## src/hw/rtl/rbsi_pkg.sv

```systemverilog
// ============================================================================
// rbsi_pkg
// Shared types and constants for the ray/box slab intersection pipeline.
// ============================================================================
package rbsi_pkg;

    localparam int unsigned QBITS   = 31;             // quotient magnitude bits
    localparam int unsigned NUM_W   = 49;             // |(bound - origin) << 16|
    localparam int unsigned DEN_W   = 32;             // |direction|
    localparam int unsigned REM_W   = 64;
    localparam int unsigned DIV_LAT = QBITS + 2;      // register stages in divider
    localparam int unsigned NAXES   = 3;

    localparam logic [30:0]        QMAX      = 31'h7FFF_FFFF;
    localparam logic signed [31:0] QMAX_POS  = 32'sh7FFF_FFFF;
    localparam logic signed [31:0] QMAX_NEG  = -32'sh7FFF_FFFF;

    localparam logic [2:0] ADDR_PAR_THR = 3'd0;

    typedef struct packed {
        logic [NUM_W-1:0] num;
        logic [DEN_W-1:0] den;
        logic             neg;
    } t_div_in;

    typedef struct packed {
        logic par;
        logic in_slab;
    } t_axis_flags;

endpackage

```

## src/hw/rtl/rbsi_merge.sv

```systemverilog
// ============================================================================
// rbsi_merge
// Intersects the per-axis intervals and forms the hit flag and distance.
// ============================================================================
module rbsi_merge (
    input  logic                  i_clk,
    input  logic                  i_en,
    input  logic signed [31:0]    i_t_min [3],
    input  logic signed [31:0]    i_t_max [3],
    input  rbsi_pkg::t_axis_flags i_flags [3],
    output logic                  o_hit,
    output logic [30:0]           o_distance
);
    import rbsi_pkg::*;

    logic signed [31:0] lo, hi, a, b;
    logic               ok;
    logic               r_hit;
    logic [30:0]        r_dist;

    always_comb begin
        lo = QMAX_NEG;
        hi = QMAX_POS;
        ok = 1'b1;
        for (int i = 0; i < NAXES; i++) begin
            a = (i_t_min[i] > i_t_max[i]) ? i_t_max[i] : i_t_min[i];
            b = (i_t_min[i] > i_t_max[i]) ? i_t_min[i] : i_t_max[i];
            if (i_flags[i].par) begin
                ok = ok & i_flags[i].in_slab;
            end else begin
                if (a > lo) lo = a;
                if (b < hi) hi = b;
            end
        end
        ok = ok & (lo <= hi) & !hi[31];
    end

    always_ff @(posedge i_clk) begin
        if (i_en) begin
            r_hit  <= ok;
            r_dist <= ok ? (lo[31] ? hi[30:0] : lo[30:0]) : '0;
        end
    end

    assign o_hit      = r_hit;
    assign o_distance = r_dist;

endmodule

```

## config.mk

```make
export PLATFORM = sky130hd
export DESIGN_NAME = rbsi_merge
export DESIGN_NICKNAME = d
export VERILOG_FILES = /design/src/hw/rtl/rbsi_pkg.sv /design/src/hw/rtl/rbsi_merge.sv
export SDC_FILE = /design/constraint.sdc
export NUM_CORES = 1
export LEC_CHECK = 0
export BUFFER_PORTS_ARGS = -buffer_cell sky130_fd_sc_hd__buf_2
export CORE_ASPECT_RATIO = 0.8
export CORE_UTILIZATION = 35
export DETAILED_ROUTE_END_ITERATION = 12
export SETUP_SLACK_MARGIN = 0.15
export SLEW_MARGIN = 10
export SYNTH_ARGS = -nofsm -noshare
export SYNTH_HDL_FRONTEND = slang
export SYNTH_SLANG_ARGS = --single-unit
```

## constraint.sdc

```tcl
create_clock -name i_clk -period 22.7 [get_ports i_clk]
set_clock_uncertainty 0.2 [all_clocks]
set_input_delay 0 -clock i_clk [delete_from_list [all_inputs] [get_ports i_clk]]
set_output_delay 0 -clock i_clk [all_outputs]
set_load 0.02 [all_outputs]
```

==> out/metrics.yaml, run 1 <==
sta:
  hold_ws_ps: 138
  rsz0062_at_grt: "false"
  relSlewSlack_pct: 23.5
  setup_tns_ps: 0
  tightest_slew_ps: 1140
  hold_violations: 0
  final.period_utilization_pct: 55.4
  setup_viol: 0
  drv_slew: 0
  fin_crit_ps: 12580
  max_freq_mhz: 79.5
synth:
  synth_edf_count: 32
  synthTopCellsByArea: "ha_1, mux2_2, mux2i_1"
  synth.largest_area_cell: "ha_1"
  synth_cell_types: 70
  synth_most_common_cell: "ha_1"
  ys_seq_area_share_pct: 7.74
  synth_seq_cells: 32
  yosys_warnings: 0
  avgSynthCellArea_um2: 7.78
  synth.cells.most_frequent: "ha_1, inv_1, nand2_1"
  yosys.area.top_type_share_pct: 25.6
  synth-main-ff-cell: "edfxtp_1"
  synth_nets: 2050
  synth_cells: 1596
  synth_area_mm2: 0.0124
  synthArstFlopShare_pct: 0
worst_setup_path:
  crit_required_ps: 22540
  cp_max_fo: 51
  crit_type: "in -> reg"
  crit_path_end_kind: "flop"
  path_common_cell: "nand4_1"
  startpoint_type: "primary input"
  critPathSlowestCell: "o211a_1"
  cp_slowest_stage_delay_ps: 800
  arrival_ps: 12420
power_and_ir_drop:
  power_density_mw_per_mm2: 58.7
  ir_drop_v: 0.0000427
  p_leak_nw: 7.12
routing:
  drtIter0Drc: 1080
  num_vias: 13100
  via_per_inst: 5.84
  drc: 0
  wl_per_cell_um: 21.2
  antenna_left: 0
  first_pass_iters: 6
  wl_um: 47600
cts:
  cts_tree: "done"
  cts_resized: 0
  clock-sinks: 32
  clockBufferDepth: 2
  cts.htree.levels: 2
  clk_pin_slew_ps: 60
  cts_setup_buffers: 0
  numCtsBuffers: 5
  hold_buffers: 0
  cts_root_buf: "clkbuf_16"
floorplanning:
  dieArea_mm2: 0.0362
  fp.coreArea_mm2: 0.0349
  dieWidth_um: 213
  die_h_um: 170
  num_rows: 61
  start_util_pct: 35.6
  io_pins: 232
global_route:
  grt_max_degree: 55
  grt_pass1_vias: 12100
  grt_util_met2_pct: 42.7
  grtUsageMet1_pct: 35.6
  gr-usage-all-layers_pct: 25.6
  grt_antenna_before_repair: 0
  grt_overflow: 0
  use_met3_pct: 2.77
  grt_pass1_wl_um: 70800
  gr-max-usage-layer: "met2"
status:
  status: "finished clean"
worst_hold_path:
  hp-start: "i_en"
  whs_endpoint: "o_distance[28]"
  holdPathStages: 1
  hp-class: "in -> reg"
place:
  dpl.hpwl_um: 40700
  gp_congestion: 0.970
  io_buffers: 231
finish:
  diodes: 0
  nets: 2231
  layout-drive-gt1-share_pct: 22.5
  syn2layout_area_growth_pct: 13.7
job:
  maxCapViolCount: 0
-- cells in the final DEF (no fill, tap or decap), drive strengths merged, types with 28 or more instances in the layout --
| cell | n |
|---|---|
| o21ai | 104 |
| mux2 | 106 |
| mux2i | 111 |
| nor4 | 31 |
| nor2 | 50 |
| edfxtp | 32 |
| a21oi | 70 |
| nand4 | 98 |
| nand2 | 116 |
| nand3 | 61 |
| nor3 | 32 |
| a21o | 28 |
| ha | 254 |
| buf | 246 |
| inv | 188 |
| a211oi | 40 |
-- critical path: cells and delay by family --
| kind | cells | cell delay [ps] |
|---|---|---|
| buf+inv | 7 | 2800 |
| simple gates | 16 | 4400 |
| mux | 2 | 770 |
| fa+ha+maj | 4 | 1570 |
| compound gates | 9 | 2820 |
-- metal layers --
| layer | share of wire [%] | up-vias | wire length, µm |
|---|---|---|---|
| met2 | 46 | 470 | 22000 |
| li1 | - | 6352 | - |
| met4 | 2.0 | 0 | 953 |
| met1 | 46 | 6255 | 21900 |
| met3 | 5.7 | 55 | 2700 |
| met5 | 0 | - | 0 |
-- cell type report --
cell class | instances | area, µm²
well taps | 472 | 591
clock inverters | 3 | 13.8
clock buffers | 5 | 125
multi-input cells | 1304 | 10500
flip-flops and latches | 32 | 961
inverters | 188 | 706
fillers | 3649 | 20800
repair buffers | 246 | 1270
-- how the worst max path moves through the flow --
stage	start	end	slack, ps	depth (start not counted)
finish	i_t_max[95]	o_distance[11]	10130	38
floorplan	i_t_max[77]	o_distance[14]	12130	47
global route	i_t_max[95]	o_distance[13]	9400	38
CTS	i_t_max[95]	o_distance[13]	10470	38
detailed placement	i_t_max[95]	o_distance[13]	10220	38
global placement	i_t_max[95]	o_distance[11]	10290	38
-- power by group --
| group | leakage [nW] | switching [mW] | internal [mW] | total, mW |
|---|---|---|---|---|
| combinational | 6.75 | 0.408 | 0.266 | 0.674 |
| sequential | 0.305 | 0.00601 | 0.0827 | 0.0888 |
| clock | 0.0710 | 0.0261 | 0.0398 | 0.0659 |
-- sequential cells by signal, summed over array words and instances (netlist names) --
| register | flops |
|---|---|
| o_distance | 31 |
| o_hit | 1 |
-- per-stage QoR --
step | utilization (%) | worst slack (ps) | area (µm²) | std cells | total power, mW
2_1_floorplan | - | 12130 | 12400 | 1596 | 0.564
6_report | 40.5 | 10130 | 14100 | 2250 | 0.829
4_1_cts | 40.5 | 10470 | 14100 | 2250 | 0.824
3_3_place_gp | 40.1 | 10290 | 14000 | 2242 | 0.746
3_5_place_dp | 40.1 | 10220 | 14000 | 2242 | 0.754
5_1_grt | 40.5 | 9400 | 14100 | 2250 | 0.904
-- logic make-up (layout without fill, tap and decap cells) --
family          count (synthesis)  in the layout  synth area share [%]
simple gates                  474            474                  20.0
xor+xnor                        1              1                0.0705
buf+inv                       260            442                  8.32
mux                           217            217                  18.6
flops                          32             32                  7.74
fa+ha+maj                     254            254                  25.6
compound gates                358            358                  19.7
Power figures use the tool's default switching activity.
==> inputs of run 2 (changes only) <==
==> constraint.sdc (replaced) <==
create_clock -name i_clk -period 11.2 [get_ports i_clk]
set_clock_uncertainty 0.2 [all_clocks]
set_input_delay 0 -clock i_clk [delete_from_list [all_inputs] [get_ports i_clk]]
set_output_delay 0 -clock i_clk [all_outputs]
set_load 0.02 [all_outputs]
==> run 2 against run 1 <==
Compared with the run above: clock power increased by 140%; sequential share of layout area decreased by 0.23 points; wire length grew 0.35%; via count up 0.85%; critical path depth grew 8; count of clock-buffer cells in the layout unchanged; power up 110%; final cell count up 2.0%; first-iteration DRC count increased by 13%; largest cell class unchanged; highest routed layer unchanged.
==> out/metrics.yaml, run 2 (same netlist as run 1, synthesis figures left out) <==
sta:
  relSlewSlack_pct: 36.8  # +13 points
  final.period_utilization_pct: 93.5
  drv_slew: 0  # unchanged
  rsz0062_at_grt: "false"
  fin_crit_ps: 10480
  tightest_slew_ps: 948  # -197 ps
  hold_ws_ps: 164  # +25.9 ps
  setup_viol: 0  # unchanged
  hold_violations: 0  # unchanged
  max_freq_mhz: 95.5
worst_setup_path:
  cp_max_fo: 26  # -49%
  crit_required_ps: 11040  # -11500 ps
  endpoint: "o_distance[13]"
  arrival_ps: 10320  # -2100 ps
  worstSetupStartpoint: "i_t_max[77]"
  cp_slowest_stage_delay_ps: 420  # -380 ps
  crit_path_end_kind: "flop"
  startpoint_type: "primary input"
  crit_type: "in -> reg"
  critPathSlowestCell: "o31a_4"
finish:
  syn2layout_area_growth_pct: 17.7
  n_fill_cell: 3613  # -0.99%
  diodes: 0  # unchanged
  final_cell_mix: "ha_1, buf_2, inv_1"
  final_common_cell: "ha_1"
  nets: 2277  # +2.1%
  largest_register_ffs: 31  # unchanged
  layout-drive-gt1-share_pct: 24.6  # +2.1 points
floorplanning:
  io_pins: 232  # unchanged
  start_util_pct: 35.6  # unchanged
  dieWidth_um: 213  # unchanged
  dieArea_mm2: 0.0362  # unchanged
  die_h_um: 170  # unchanged
  fp.coreArea_mm2: 0.0349  # unchanged
  num_rows: 61  # unchanged
cts:
  numCtsBuffers: 5  # unchanged
  cts_root_buf: "clkbuf_16"
  clockBufferDepth: 2  # unchanged
  cts.htree.levels: 2  # unchanged
  cts_tree: "done"
  clock-sinks: 32  # unchanged
  hold_buffers: 0  # unchanged
  clk_pin_slew_ps: 60  # about the same
routing:
  num_vias: 13200  # +0.85%
  via_per_inst: 5.77  # -1.2%
  antenna_left: 0  # unchanged
  wl_um: 47800  # +0.35%
  drc: 0  # unchanged
  first_pass_iters: 5  # -1
  wl_per_cell_um: 20.8  # -1.7%
  drtIter0Drc: 1219  # +13%
power_and_ir_drop:
  power_density_mw_per_mm2: 122  # +110%
  total_power_mw: 1.78  # +110%
  ir_drop_v: 0.0000615  # +44%
  p_leak_nw: 7.40  # +3.9%
status:
  status: "finished clean"
worst_hold_path:
  hp-class: "in -> reg"
global_route:
  grt_pass1_vias: 12300  # +1.1%
  grt_max_degree: 64  # +16%
  grt_pass1_wl_um: 70800  # about the same
  gr-usage-all-layers_pct: 25.7  # +0.071 points
  grt_overflow: 0  # unchanged
  grt_antenna_before_repair: 0  # unchanged
place:
  dpl.hpwl_um: 41000  # +0.75%
  gp_congestion: 0.953  # -1.8%
  io_buffers: 231  # unchanged
job:
  maxCapViolCount: 0  # unchanged
==> run 2: report_power, final <==
part	internal, mW	switching, mW
combinational	0.600	0.844
sequential	0.167	0.0108
clock	0.104	0.0558
total	0.871	0.910
==> run 2: worst min path at each step <==
| stage | startpoint | end | slack, ps | cells after the start |
|---|---|---|---|---|
| 4_1_cts | i_en | o_distance[24] | 170 | 1 |
| 6_report | i_en | o_distance[24] | 160 | 1 |
| 3_5_place_dp | o_distance[25] | o_distance[25] | 250 | 1 |
| 5_1_grt | i_en | o_distance[25] | 200 | 1 |
| 3_3_place_gp | o_distance[25] | o_distance[25] | 240 | 1 |
| 2_1_floorplan | i_en | o_distance[0] | -90 | 0 |
==> run 2: repair_timing <==
item                       in CTS  in global routing
buffers inserted                0                 11
resized for setup               0                  9
setup endpoints to repair       0                 32
==> run 2: cell type report <==
type	count	area [µm²]	share of cell area, %
inverters	188	709	4.85
clock buffers	5	125	0.856
multi-input cells	1304	10500	71.8
flip-flops and latches	32	961	6.57
clock inverters	3	37.5	0.257
well taps	472	591	4.04
repair buffers	292	1700	11.6
==> run 2: worst max-delay path, delay by kind of cell <==
| family | cells | cell delay (ps) |
|---|---|---|
| muxes | 2 | 590 |
| buffers and inverters | 8 | 1440 |
| AOI/OAI and AO/OA | 24 | 5140 |
| adders and majority gates | 4 | 1140 |
| and+or+nand+nor | 8 | 1940 |
==> run 2: through the flow <==
stage	setup TNS, ps	instances	worst slack (ps)	util [%]	area (µm²)
6_report	0	2296	724	41.9	14600
5_1_grt	0	2296	141	41.9	14600
4_1_cts	0	2285	200	41.5	14500
3_5_place_dp	-368	2277	-67.6	41.0	14300
3_3_place_gp	0	2277	430	41.0	14300
2_1_floorplan	0	1596	630	-	12400
==> run 2: routing by layer <==
layer  wire, µm  up-vias  part of all wire [%]  global-route usage, %
met3       2450       65                   5.1                   2.24
met5          0        -                     0                      0
met1      22300     6279                    47                   35.4
met4       1090        0                   2.3                   6.04
met2      22000      439                    46                   43.2
li1           -     6461                     -                      -
