### src/hw/rtl/rbsi_pkg.sv
// ============================================================================
// rbsi_pkg
// Shared types and constants for the ray/box slab intersection pipeline.
// ============================================================================
package rbsi_pkg;

    localparam int unsigned QBITS   = 31;             // quotient magnitude bits
    localparam int unsigned NUM_W   = 49;             // |(bound - origin) << 16|
    localparam int unsigned DEN_W   = 32;             // |direction|
    localparam int unsigned REM_W   = 64;
    localparam int unsigned DIV_LAT = QBITS + 2;      // register stages in divider
    localparam int unsigned NAXES   = 3;

    localparam logic [30:0]        QMAX      = 31'h7FFF_FFFF;
    localparam logic signed [31:0] QMAX_POS  = 32'sh7FFF_FFFF;
    localparam logic signed [31:0] QMAX_NEG  = -32'sh7FFF_FFFF;

    localparam logic [2:0] ADDR_PAR_THR = 3'd0;

    typedef struct packed {
        logic [NUM_W-1:0] num;
        logic [DEN_W-1:0] den;
        logic             neg;
    } t_div_in;

    typedef struct packed {
        logic par;
        logic in_slab;
    } t_axis_flags;

endpackage

### src/hw/rtl/rbsi_prep.sv
// ============================================================================
// rbsi_prep
// Per-axis front end: slab numerators, divisor magnitude, parallel test.
// ============================================================================
module rbsi_prep (
    input  logic                  i_clk,
    input  logic                  i_en,
    input  logic signed [31:0]    i_origin,
    input  logic signed [31:0]    i_dir,
    input  logic signed [31:0]    i_bmin,
    input  logic signed [31:0]    i_bmax,
    input  logic [15:0]           i_thr,
    output rbsi_pkg::t_div_in     o_div_min,
    output rbsi_pkg::t_div_in     o_div_max,
    output rbsi_pkg::t_axis_flags o_flags
);
    import rbsi_pkg::*;

    logic signed [32:0]    diff_min, diff_max;
    logic        [DEN_W-1:0] dmag;
    t_div_in               n_min, n_max;
    t_axis_flags           n_flags;
    t_div_in               r_min, r_max;
    t_axis_flags           r_flags;

    // Numerator magnitude is |diff| << 16; the sign is handled separately.
    function automatic logic [NUM_W-1:0] mag_shift(input logic signed [32:0] v);
        logic [32:0] m;
        m = v[32] ? 33'(-v) : 33'(v);
        return {m, 16'b0};
    endfunction

    always_comb begin
        diff_min = 33'(i_bmin) - 33'(i_origin);
        diff_max = 33'(i_bmax) - 33'(i_origin);
        dmag     = i_dir[31] ? 32'(-i_dir) : 32'(i_dir);

        n_min.num = mag_shift(diff_min);
        n_min.den = dmag;
        n_min.neg = diff_min[32] ^ i_dir[31];
        n_max.num = mag_shift(diff_max);
        n_max.den = dmag;
        n_max.neg = diff_max[32] ^ i_dir[31];

        n_flags.par     = (dmag <= {16'b0, i_thr});
        n_flags.in_slab = !((i_origin < i_bmin) || (i_origin > i_bmax));
    end

    always_ff @(posedge i_clk) begin
        if (i_en) begin
            r_min   <= n_min;
            r_max   <= n_max;
            r_flags <= n_flags;
        end
    end

    assign o_div_min = r_min;
    assign o_div_max = r_max;
    assign o_flags   = r_flags;

endmodule

### config.mk
export PLATFORM = sky130hd
export DESIGN_NAME = rbsi_prep
export DESIGN_NICKNAME = d
export VERILOG_FILES = /design/src/hw/rtl/rbsi_pkg.sv /design/src/hw/rtl/rbsi_prep.sv
export SDC_FILE = /design/constraint.sdc
export NUM_CORES = 1
export LEC_CHECK = 0
export BUFFER_PORTS_ARGS = -buffer_cell sky130_fd_sc_hd__buf_4
export CORE_AREA = 2 2 208 169
export CTS_CLUSTER_SIZE = 20
export DETAILED_ROUTE_END_ITERATION = 6
export DIE_AREA = 0 0 210 171
export PLACE_DENSITY_LB_ADDON = 0.1
export RECOVER_POWER = 100
export SYNTH_ARGS = -nofsm -noshare
export SYNTH_HDL_FRONTEND = slang
export SYNTH_SLANG_ARGS = --single-unit
export TNS_END_PERCENT = 1
### constraint.sdc
create_clock -name i_clk -period 4 [get_ports i_clk]
set_input_delay 0.4 -clock i_clk [delete_from_list [all_inputs] [get_ports i_clk]]
set_output_delay 0.4 -clock i_clk [all_outputs]
set_load 0.02 [all_outputs]
==> results.json, run 1 <==
{
  "fill_cells": 3671,
  "stdcell_count": 1904,
  "syn-cell-area_sq_um": 10100,
  "fin_crit_ps": 3830,
  "violations": "capacitance limit, slew limit",
  "ys_top_cells_by_area": "edfxtp_1 30%, ha_1 11%, xnor2_1 8.4%",
  "n_antenna_cell": 0,
  "arrival_ps": 3940,
  "maxSlewViolCount": 44,
  "drt_iter0_markers": 492,
  "fmax_mhz": 261,
  "p_per_area_nw_per_um2": 357,
  "drive_gt1_frac": 0.191,
  "die_height_um": 171,
  "post-route-period-util": 0.956,
  "synth_top_area_share": 0.304,
  "hold_depth": 2,
  "top_usage_layer": "met2",
  "crit_buf_inv": 2,
  "viasPerCell": 4.96,
  "antenna_left": 0,
  "synth.top_cells.by_count": "102 x edfxtp_1, 96 x xnor2_1, 87 x nand2_1",
  "first_pass_iters": 5,
  "holdPathEnd": "o_div_max[32]$_DFFE_PP_",
  "yosys.cell_types.count": 83,
  "antenna_found_initial": 2,
  "grt.met2_usage": 0.305,
  "cts_tree": "yes",
  "rsz0062_at_grt": "false",
  "crit_required_ps": 4110,
  "die_area_sq_um": 35900,
  "p_leak_nw": 5.30,
  "portBuffers": 279,
  "dpl.hpwl_mm": 29.4,
  "synth_edf_count": 102,
  "ys.flop_type": "edfxtp_1",
  "met1_usage": 0.256,
  "hold_class": "in -> reg",
  "internal-power_mw": 2.71,
  "crit_chain": "buf_4 > ha_1 > fa_1 > nor2b_1 > o211ai_2 > a211oi_2 > o21ai_1 > a2111oi_2 > a211oi_1 > or4_1 > or2_0 > clkbuf_2 > o41ai_1 > xnor2_1",
  "numCtsBuffers": 9,
  "vias": 9445,
  "syn_area_per_cell_sq_um": 8.85,
  "grt_pass1_wl_mm": 51.4,
  "cp-end-kind": "flip-flop",
  "setup.worst_path.class": "in -> reg",
  "hold_start": "i_dir[30]",
  "seqPwrFrac": 0.332,
  "worstPathMaxFanout": 4,
  "switchingPower_mw": 1.83,
  "setup_viol": 0,
  "start_kind": "primary input",
  "clock-sinks": 102,
  "slowest_stage": "a2111oi_2",
  "cts_root_buffer": "clkbuf_16",
  "maxCapViolCount": 1,
  "drc": 0,
  "max_stage_delay_ps": 460,
  "grt_max_degree": 44,
  "yosysMostFrequentCell": "edfxtp_1",
  "layout.nets": 1691,
  "std_cell_rows": 61,
  "grt_pass1_vias": 9031,
  "cts_max_level": 3,
  "wirelength_mm": 34.4,
  "ys_warn_count": 0,
  "path_delay_family": "compound AO/OA/AOI/OAI gates",
  "die_x_um": 210,
  "initial_core_util": 0.295,
  "grt-ovfl-total": 0,
  "gp_congestion": 0.885,
  "use_met3": 0.0387,
  "grt_usage": 0.187,
  "boundaryPins": 312,
  "relSlewSlack": -0.730,
  "coreArea_sq_um": 34100,
  "combPwrFrac": 0.462,
  "swShare": 0.403,
  "yosysTopAreaCell": "edfxtp_1",
  "cts_setup_buffers": 0,
  "synthArstFlopShare": 0,
  "max-vdd-ir-drop_mv": 0.174,
  "wire_per_inst_um": 18.0,
  "syn_inst": 1137,
  "hold_viol_final": 0,
  "fin_setup_tns_ps": 0,
  "clkPwrFrac": 0.206,
  "worstMarginPinSlew_ps": 2590,
  "areaGrowthSynthToFinish_pct": 26.3,
  "startpoint": "i_origin[0]",
  "dp.cells": 1888,
  "ys_seq_elements": 102,
  "clk_path_buf_depth": 2,
  "cts.clk_slew.worst_paths_ps": 90,
  "ys_seq_area_frac": 0.304,
  "status": "finished, violations left"
}
## cell families (layout without fill, tap and decap cells)
kind of cell	Yosys count	count (layout)	share of synthesized area
AO/OA/AOI/OAI	306	306	0.201
XOR/XNOR	137	137	0.119
AND/OR/NAND/NOR	322	322	0.167
other	1	32	0.000373
buffers and inverters	174	469	0.0904
adder cells (fa/ha/maj)	87	87	0.110
multiplexers	8	8	0.00808
flip-flops	102	102	0.304
## layer usage
| layer | share of wire | vias to the layer above |
|---|---|---|
| li1 | - | 4731 |
| met1 | 0.48 | 4415 |
| met2 | 0.45 | 276 |
| met3 | 0.058 | 21 |
| met4 | 0.011 | 2 |
| met5 | 0.00038 | - |
## registers in the layout, indices dropped and copies added (netlist names)
signal	count
o_div_min	34
o_div_max	66
o_flags	2
## placed cells by master, fill, tap and decap left out, drive strengths merged, types with 15 or more instances in the layout
cell type  netlist  routed
buf             71     233
clkbuf          29     155
edfxtp         102     102
xnor2           96      96
nand2           87      87
a21oi           86      86
ha              85      85
inv             74      78
o21ai           71      71
nor2            66      66
xor2            41      41
conb             1      32
nand4           23      23
a21o            22      22
a31oi           20      20
o31ai           20      20
or3             19      19
nand3           18      18
nor3            15      15
## how the worst max path moves through the flow
stage | end | slack (ps) | cells after the start
floorplan | o_div_min[81]$_SDFFCE_PP0P_ | 260 | 13
global placement | o_div_min[79]$_DFFE_PP_ | -100 | 15
detailed placement | o_div_min[79]$_DFFE_PP_ | -170 | 14
CTS | o_div_min[79]$_DFFE_PP_ | 230 | 14
global route | o_div_min[79]$_DFFE_PP_ | 20 | 14
finish | o_div_min[79]$_DFFE_PP_ | 170 | 14
## timing repair
action,CTS,global route
hold buffers,0,0
endpoints found under the setup margin,0,1
gates resized for setup,0,1
## stage by stage
| step | hold slack [ps] | worst slack, ps | util | cell area [sq um] | total power [mW] |
|---|---|---|---|---|---|
| after floorplan | 499 | 263 | - | 10200 | 2.92 |
| after global placement | 636 | -101 | 0.380 | 13000 | 3.84 |
| after detailed placement | 633 | -166 | 0.380 | 13000 | 3.84 |
| after CTS | 232 | 228 | 0.389 | 13300 | 4.81 |
| after global routing | 318 | 15.5 | 0.373 | 12700 | 4.83 |
| final | 339 | 175 | 0.373 | 12700 | 4.54 |
## final cells by class
| type | instances | area [sq um] | share of cell area |
|---|---|---|---|
| Clock inverter | 7 | 83.8 | 0.00659 |
| Timing Repair Buffer | 379 | 2310 | 0.182 |
| Multi-Input combinational cell | 892 | 6200 | 0.488 |
| Clock buffer | 9 | 225 | 0.0177 |
| Sequential cell | 102 | 3060 | 0.241 |
| Tap cell | 441 | 552 | 0.0434 |
| Inverter | 74 | 278 | 0.0219 |
## power groups by stage
stage                     Combinational, mW  Clock, mW  Sequential, mW
final                                  2.09      0.934            1.51
after global routing                   2.29       1.01            1.53
after CTS                              2.31      0.977            1.52
after detailed placement               2.30          0            1.54
after global placement                 2.30          0            1.54
after floorplan                        1.15          0            1.78
(Power assumes the default switching activity.)
==> inputs of run 2 (changes only) <==
==> constraint.sdc (replaced) <==
create_clock -name i_clk -period 3.3 [get_ports i_clk]
set_input_delay 0.33 -clock i_clk [delete_from_list [all_inputs] [get_ports i_clk]]
set_output_delay 0.33 -clock i_clk [all_outputs]
set_load 0.02 [all_outputs]
==> results.json, run 2 (synthesized netlist as in run 1, its figures left out) <==
{
  "ff_latch_area_sq_um": 3060,
  "hold_viol_final": 0,
  "layout.nets": 1878,
  "layout_common_cells": "560 x buf_4, 102 x edfxtp_1, 95 x xnor2_1, 87 x nand2_1, 78 x a21oi_1",
  "die_x_um": 210,
  "grt_usage": 0.195,
  "dpl_cell_area_sq_um": 14500,
  "coreArea_sq_um": 34100,
  "cts_root_buffer": "clkbuf_16",
  "max-vdd-ir-drop_mv": 0.205,
  "final_util": 0.442,
  "first_pass_iters": 5,
  "fill_cells": 3424,
  "n_antenna_cell": 0,
  "ctsHoldBuffers": 0,
  "drive_gt1_frac": 0.399,
  "fin_crit_ps": 3440,
  "setup_viol": 6,
  "crit_chain": "buf_4 > buf_4 > ha_4 > fa_2 > nor2b_4 > o211ai_4 > a211oi_4 > o21ai_2 > a2111oi_2 > a211oi_1 > or4_1 > or2_4 > or4_4 > nor4_4",
  "worstPathMaxFanout": 5,
  "viasPerCell": 4.85,
  "cts_max_level": 3,
  "start_kind": "primary input",
  "hold_depth": 2,
  "setup.worst_path.class": "in -> reg",
  "violations": "capacitance limit, slew limit, setup timing",
  "cts.clk_slew.worst_paths_ps": 90,
  "drt_iter0_markers": 511,
  "rsz0062_at_grt": "true",
  "cp-end-kind": "flip-flop",
  "multi_input_area_sq_um": 6590,
  "cts_tree": "yes",
  "final_common_cell": "buf_4",
  "fin_setup_tns_ps": -415,
  "dpl.hpwl_mm": 30.4,
  "slowest_stage": "or4_1",
  "portBuffers": 279,
  "max_stage_delay_ps": 440,
  "hold_start": "i_dir[30]",
  "total_power_mw": 6.19,
  "antenna_found_initial": 1,
  "hold_class": "in -> reg",
  "grt_pass1_wl_mm": 54.1,
  "maxCapViolCount": 1,
  "wire_per_inst_um": 17.1,
  "grt_pass1_vias": 9901,
  "arrival_ps": 3640,
  "relSlewSlack": -0.159,
  "largest_reg_flops": 66,
  "wirelength_mm": 35.7,
  "gp_congestion": 0.856,
  "drc": 0,
  "areaGrowthSynthToFinish_pct": 50.0,
  "grt_max_degree": 51,
  "crit_required_ps": 3500,
  "fmax_mhz": 291,
  "holdPathEnd": "o_div_max[32]$_DFFE_PP_",
  "grt-ovfl-total": 0,
  "die_height_um": 171,
  "final_area_sq_um": 15100,
  "vias": 10140,
  "worstMarginPinSlew_ps": 1740,
  "fin_ws_ps": -136,
  "numCtsBuffers": 9,
  "std_cell_rows": 61,
  "p_leak_nw": 6.77,
  "clock-sinks": 102,
  "post-route-period-util": 1.04,
  "die_area_sq_um": 35900,
  "initial_core_util": 0.295,
  "p_per_area_nw_per_um2": 410,
  "antenna_left": 0,
  "status": "finished, violations left",
  "boundaryPins": 312,
  "crit_top_cell": "buf_4",
  "maxSlewViolCount": 27,
  "clk_path_buf_depth": 2
}
run 2: how the worst max path moves through the flow:
stage | from | endpoint | slack [ps] | depth (start not counted)
global placement | i_origin[0] | o_div_min[81]$_SDFFCE_PP0P_ | -600 | 14
finish | i_origin[0] | o_div_min[81]$_SDFFCE_PP0P_ | -140 | 14
floorplan | i_bmin[0] | o_div_min[81]$_SDFFCE_PP0P_ | -140 | 13
detailed placement | i_origin[0] | o_div_min[79]$_DFFE_PP_ | -630 | 14
global route | i_origin[0] | o_div_min[81]$_SDFFCE_PP0P_ | -240 | 14
CTS | i_origin[0] | o_div_min[81]$_SDFFCE_PP0P_ | -160 | 14
run 2: worst max-delay path: cells and delay by family:
kind | cells | cell delay [ps]
buffers and inverters | 2 | 250
AO/OA/AOI/OAI | 5 | 980
adder cells (fa/ha/maj) | 2 | 590
AND/OR/NAND/NOR | 5 | 1480
run 2: per-stage QoR:
| stage | std cells | worst slack, ps | hold slack [ps] |
|---|---|---|---|
| detailed placement | 2069 | -633 | 557 |
| finish | 2091 | -136 | 253 |
| CTS | 2086 | -162 | 154 |
| global route | 2091 | -239 | 246 |
| floorplan | 1168 | -138 | 429 |
| global placement | 2069 | -599 | 558 |
run 2: layout make-up:
class | count | area share
flip-flops and latches | 102 | 0.203
inverters | 74 | 0.0192
repair buffers | 566 | 0.284
multi-input cells | 892 | 0.437
well taps | 441 | 0.0366
clock inverters | 7 | 0.00589
clock buffers | 9 | 0.0149
run 2: what timing repair did:
item / CTS / global route
pin swaps: 5 / 19
resized for setup: 14 / 45
setup endpoints to repair: 54 / 64
setup buffers: 1 / 5
run 2: layer usage:
| layer | global-route usage | wire length (um) | up-vias |
|---|---|---|---|
| met3 | 0.0363 | 1880 | 30 |
| li1 | - | - | 5108 |
| met5 | 0 | 13 | - |
| met1 | 0.262 | 16900 | 4717 |
| met2 | 0.322 | 16400 | 283 |
| met4 | 0.0484 | 558 | 2 |
run 2: power by group:
group	internal (mW)	switching, mW
Combinational	1.54	1.67
Clock	0.547	0.601
Sequential	1.75	0.0862
==> inputs of run 3 (changes only) <==
--- a/config.mk
+++ b/config.mk
@@ -5,11 +5,12 @@
 export SDC_FILE = /design/constraint.sdc
 export NUM_CORES = 1
 export LEC_CHECK = 0
+export ABC_AREA = 1
 export BUFFER_PORTS_ARGS = -buffer_cell sky130_fd_sc_hd__buf_4
-export CORE_AREA = 2 2 208 169
+export CORE_AREA = 2 2 227 184
 export CTS_CLUSTER_SIZE = 20
 export DETAILED_ROUTE_END_ITERATION = 6
-export DIE_AREA = 0 0 210 171
+export DIE_AREA = 0 0 229 186
 export PLACE_DENSITY_LB_ADDON = 0.1
 export RECOVER_POWER = 100
 export SYNTH_ARGS = -nofsm -noshare
==> results.json, run 3 <==
{
  "grt_pass1_vias": 11148,
  "cts_root_buffer": "clkbuf_16",
  "arrival_ps": 3170,
  "synth_top_area_share": 0.255,
  "portBuffers": 279,
  "boundaryPins": 312,
  "ys_top_cells_by_area": "edfxtp_1 26%, nand2_1 21%, inv_1 11%",
  "drt_iter0_markers": 851,
  "combPwrFrac": 0.481,
  "drc": 0,
  "startpoint": "i_origin[26]",
  "synth.top_cells.by_count": "674 x nand2_1, 352 x inv_1, 184 x nor2_1",
  "wire_per_inst_um": 15.7,
  "cts_max_level": 3,
  "maxCapViolCount": 1,
  "violations": "capacitance limit, slew limit",
  "dp.cells": 2706,
  "crit_buf_inv": 4,
  "switchingPower_mw": 2.51,
  "grt_usage": 0.200,
  "initial_core_util": 0.298,
  "hold_start": "i_dir[0]",
  "clk_path_buf_depth": 2,
  "relSlewSlack": -0.800,
  "grt_max_degree": 60,
  "hold_class": "in -> reg",
  "clkPwrFrac": 0.193,
  "ys_warn_count": 0,
  "cts_tree": "yes",
  "layout_common_cells": "682 x nand2_1, 352 x inv_1, 185 x nor2_1, 145 x buf_4, 142 x clkbuf_1",
  "holdWs_ps": 220,
  "path_delay_family": "simple AND/OR/NAND/NOR gates",
  "worstPathMaxFanout": 7,
  "largest_reg_flops": 66,
  "max_stage_delay_ps": 510,
  "synth_edf_count": 102,
  "cts_setup_buffers": 0,
  "seqPwrFrac": 0.326,
  "first_pass_iters": 5,
  "drive_gt1_frac": 0.0996,
  "fin_crit_ps": 3030,
  "n_antenna_cell": 0,
  "antenna_found_initial": 1,
  "maxSlewViolCount": 44,
  "max-vdd-ir-drop_mv": 0.298,
  "cp-end-kind": "flip-flop",
  "worstMarginPinSlew_ps": 2700,
  "rsz0062_at_grt": "false",
  "areaGrowthSynthToFinish_pct": 18.0,
  "antenna_left": 0,
  "crit_top_cell": "nor2_1",
  "slowest_stage": "clkbuf_1",
  "yosysTopAreaCell": "edfxtp_1",
  "multi_input_area_sq_um": 7060,
  "syn_inst": 1914,
  "ctsResizeCount": 0,
  "crit_required_ps": 3450,
  "yosys.cell_types.count": 42,
  "dpl.hpwl_mm": 37.3,
  "final_common_cell": "nand2_1",
  "wirelength_mm": 42.8,
  "ys_seq_elements": 102,
  "swShare": 0.445,
  "syn_area_per_cell_sq_um": 6.27,
  "die_x_um": 229,
  "start_kind": "primary input",
  "grt_pass1_wl_mm": 64.6,
  "synthArstFlopShare": 0,
  "setup.worst_path.class": "in -> reg",
  "post-route-period-util": 0.917,
  "cts.clk_slew.worst_paths_ps": 70,
  "ctsHoldBuffers": 0,
  "coreArea_sq_um": 40300,
  "viasPerCell": 4.48,
  "die_height_um": 186,
  "status": "finished, violations left",
  "p_per_area_nw_per_um2": 399,
  "syn-cell-area_sq_um": 12000,
  "vias": 12185,
  "p_leak_nw": 7.49,
  "fmax_mhz": 330,
  "fill_cells": 4617,
  "setup_viol": 0,
  "layout.nets": 2406,
  "grt-ovfl-total": 0,
  "hold_viol_final": 0,
  "ys.flop_type": "edfxtp_1",
  "ff_latch_area_sq_um": 3060,
  "fin_setup_tns_ps": 0,
  "clock-sinks": 102,
  "stdcell_count": 2722,
  "std_cell_rows": 66,
  "yosysMostFrequentCell": "nand2_1",
  "crit_chain": "clkbuf_4 > inv_1 > ha_1 > nand2_1 > nor2_1 > nand2_1 > nor2_1 > nor2_1 > nand2_4 > xor2_1 > clkbuf_1 > nor2_1 > xnor2_1 > inv_1",
  "internal-power_mw": 3.14,
  "ys_seq_area_frac": 0.255,
  "die_area_sq_um": 42600,
  "gp_congestion": 0.907,
  "numCtsBuffers": 9
}
[run 3: cell types whose count changed after synthesis, moves of 22 or more]
cell / delta
nand2_1: +587
xnor2_1: -65
a21oi_1: -27
clkbuf_1: -26
nor2_1: +118
a21o_1: -22
nand2_2: +22
nand3_1: +96
inv_1: +278
o21ai_0: -33
[run 3: power groups by stage]
| stage | sequential [mW] | clock (mW) | combinational (mW) |
|---|---|---|---|
| finish | 1.84 | 1.09 | 2.72 |
| global route | 1.87 | 1.18 | 3.06 |
| CTS | 1.86 | 1.15 | 2.99 |
| detailed placement | 1.88 | 0 | 2.97 |
| global placement | 1.89 | 0 | 2.97 |
| floorplan | 2.16 | 0 | 1.66 |
[run 3: cell families (layout without fill, tap and decap cells)]
family,count (synthesis),in the layout,share of synthesized area
compound gates,110,110,0.0506
xor+xnor,76,76,0.0570
fa+ha+maj,87,87,0.0919
buf+inv,443,676,0.161
flops,102,102,0.255
other cells,1,32,0.000312
simple gates,1095,1095,0.384
[run 3: cell type report]
| class | instances | share of cell area |
|---|---|---|
| well taps | 544 | 0.0481 |
| multi-input cells | 1400 | 0.499 |
| flip-flops and latches | 102 | 0.216 |
| inverters | 370 | 0.0983 |
| repair buffers | 290 | 0.119 |
| clock inverters | 6 | 0.00353 |
| clock buffers | 10 | 0.0162 |
[run 3: final timing paths]
path,to,slack [ps],depth (start not counted)
hold / removal,o_div_max[1]$_DFFE_PP_,220,1
setup / recovery,o_div_min[62]$_DFFE_PP_,270,14
[run 3: metrics by stage]
step           worst slack (ps)  power, mW  instance area (sq um)   util
2_1_floorplan               689       3.82                  12100      -
3_3_place_gp               15.9       4.85                  14500  0.359
3_5_place_dp                116       4.85                  14500  0.359
4_1_cts                     549       5.99                  14700  0.366
5_1_grt                     154       6.10                  14200  0.351
6_report                    274       5.65                  14200  0.351
[run 3: routing by layer]
layer / wire length [um] / GRT usage / vias to the layer above
li1: - / - / 6369
met1: 21600 / 0.287 / 5427
met2: 18000 / 0.306 / 361
met3: 2760 / 0.0463 / 26
met4: 437 / 0.0369 / 2
met5: 8 / 0 / -
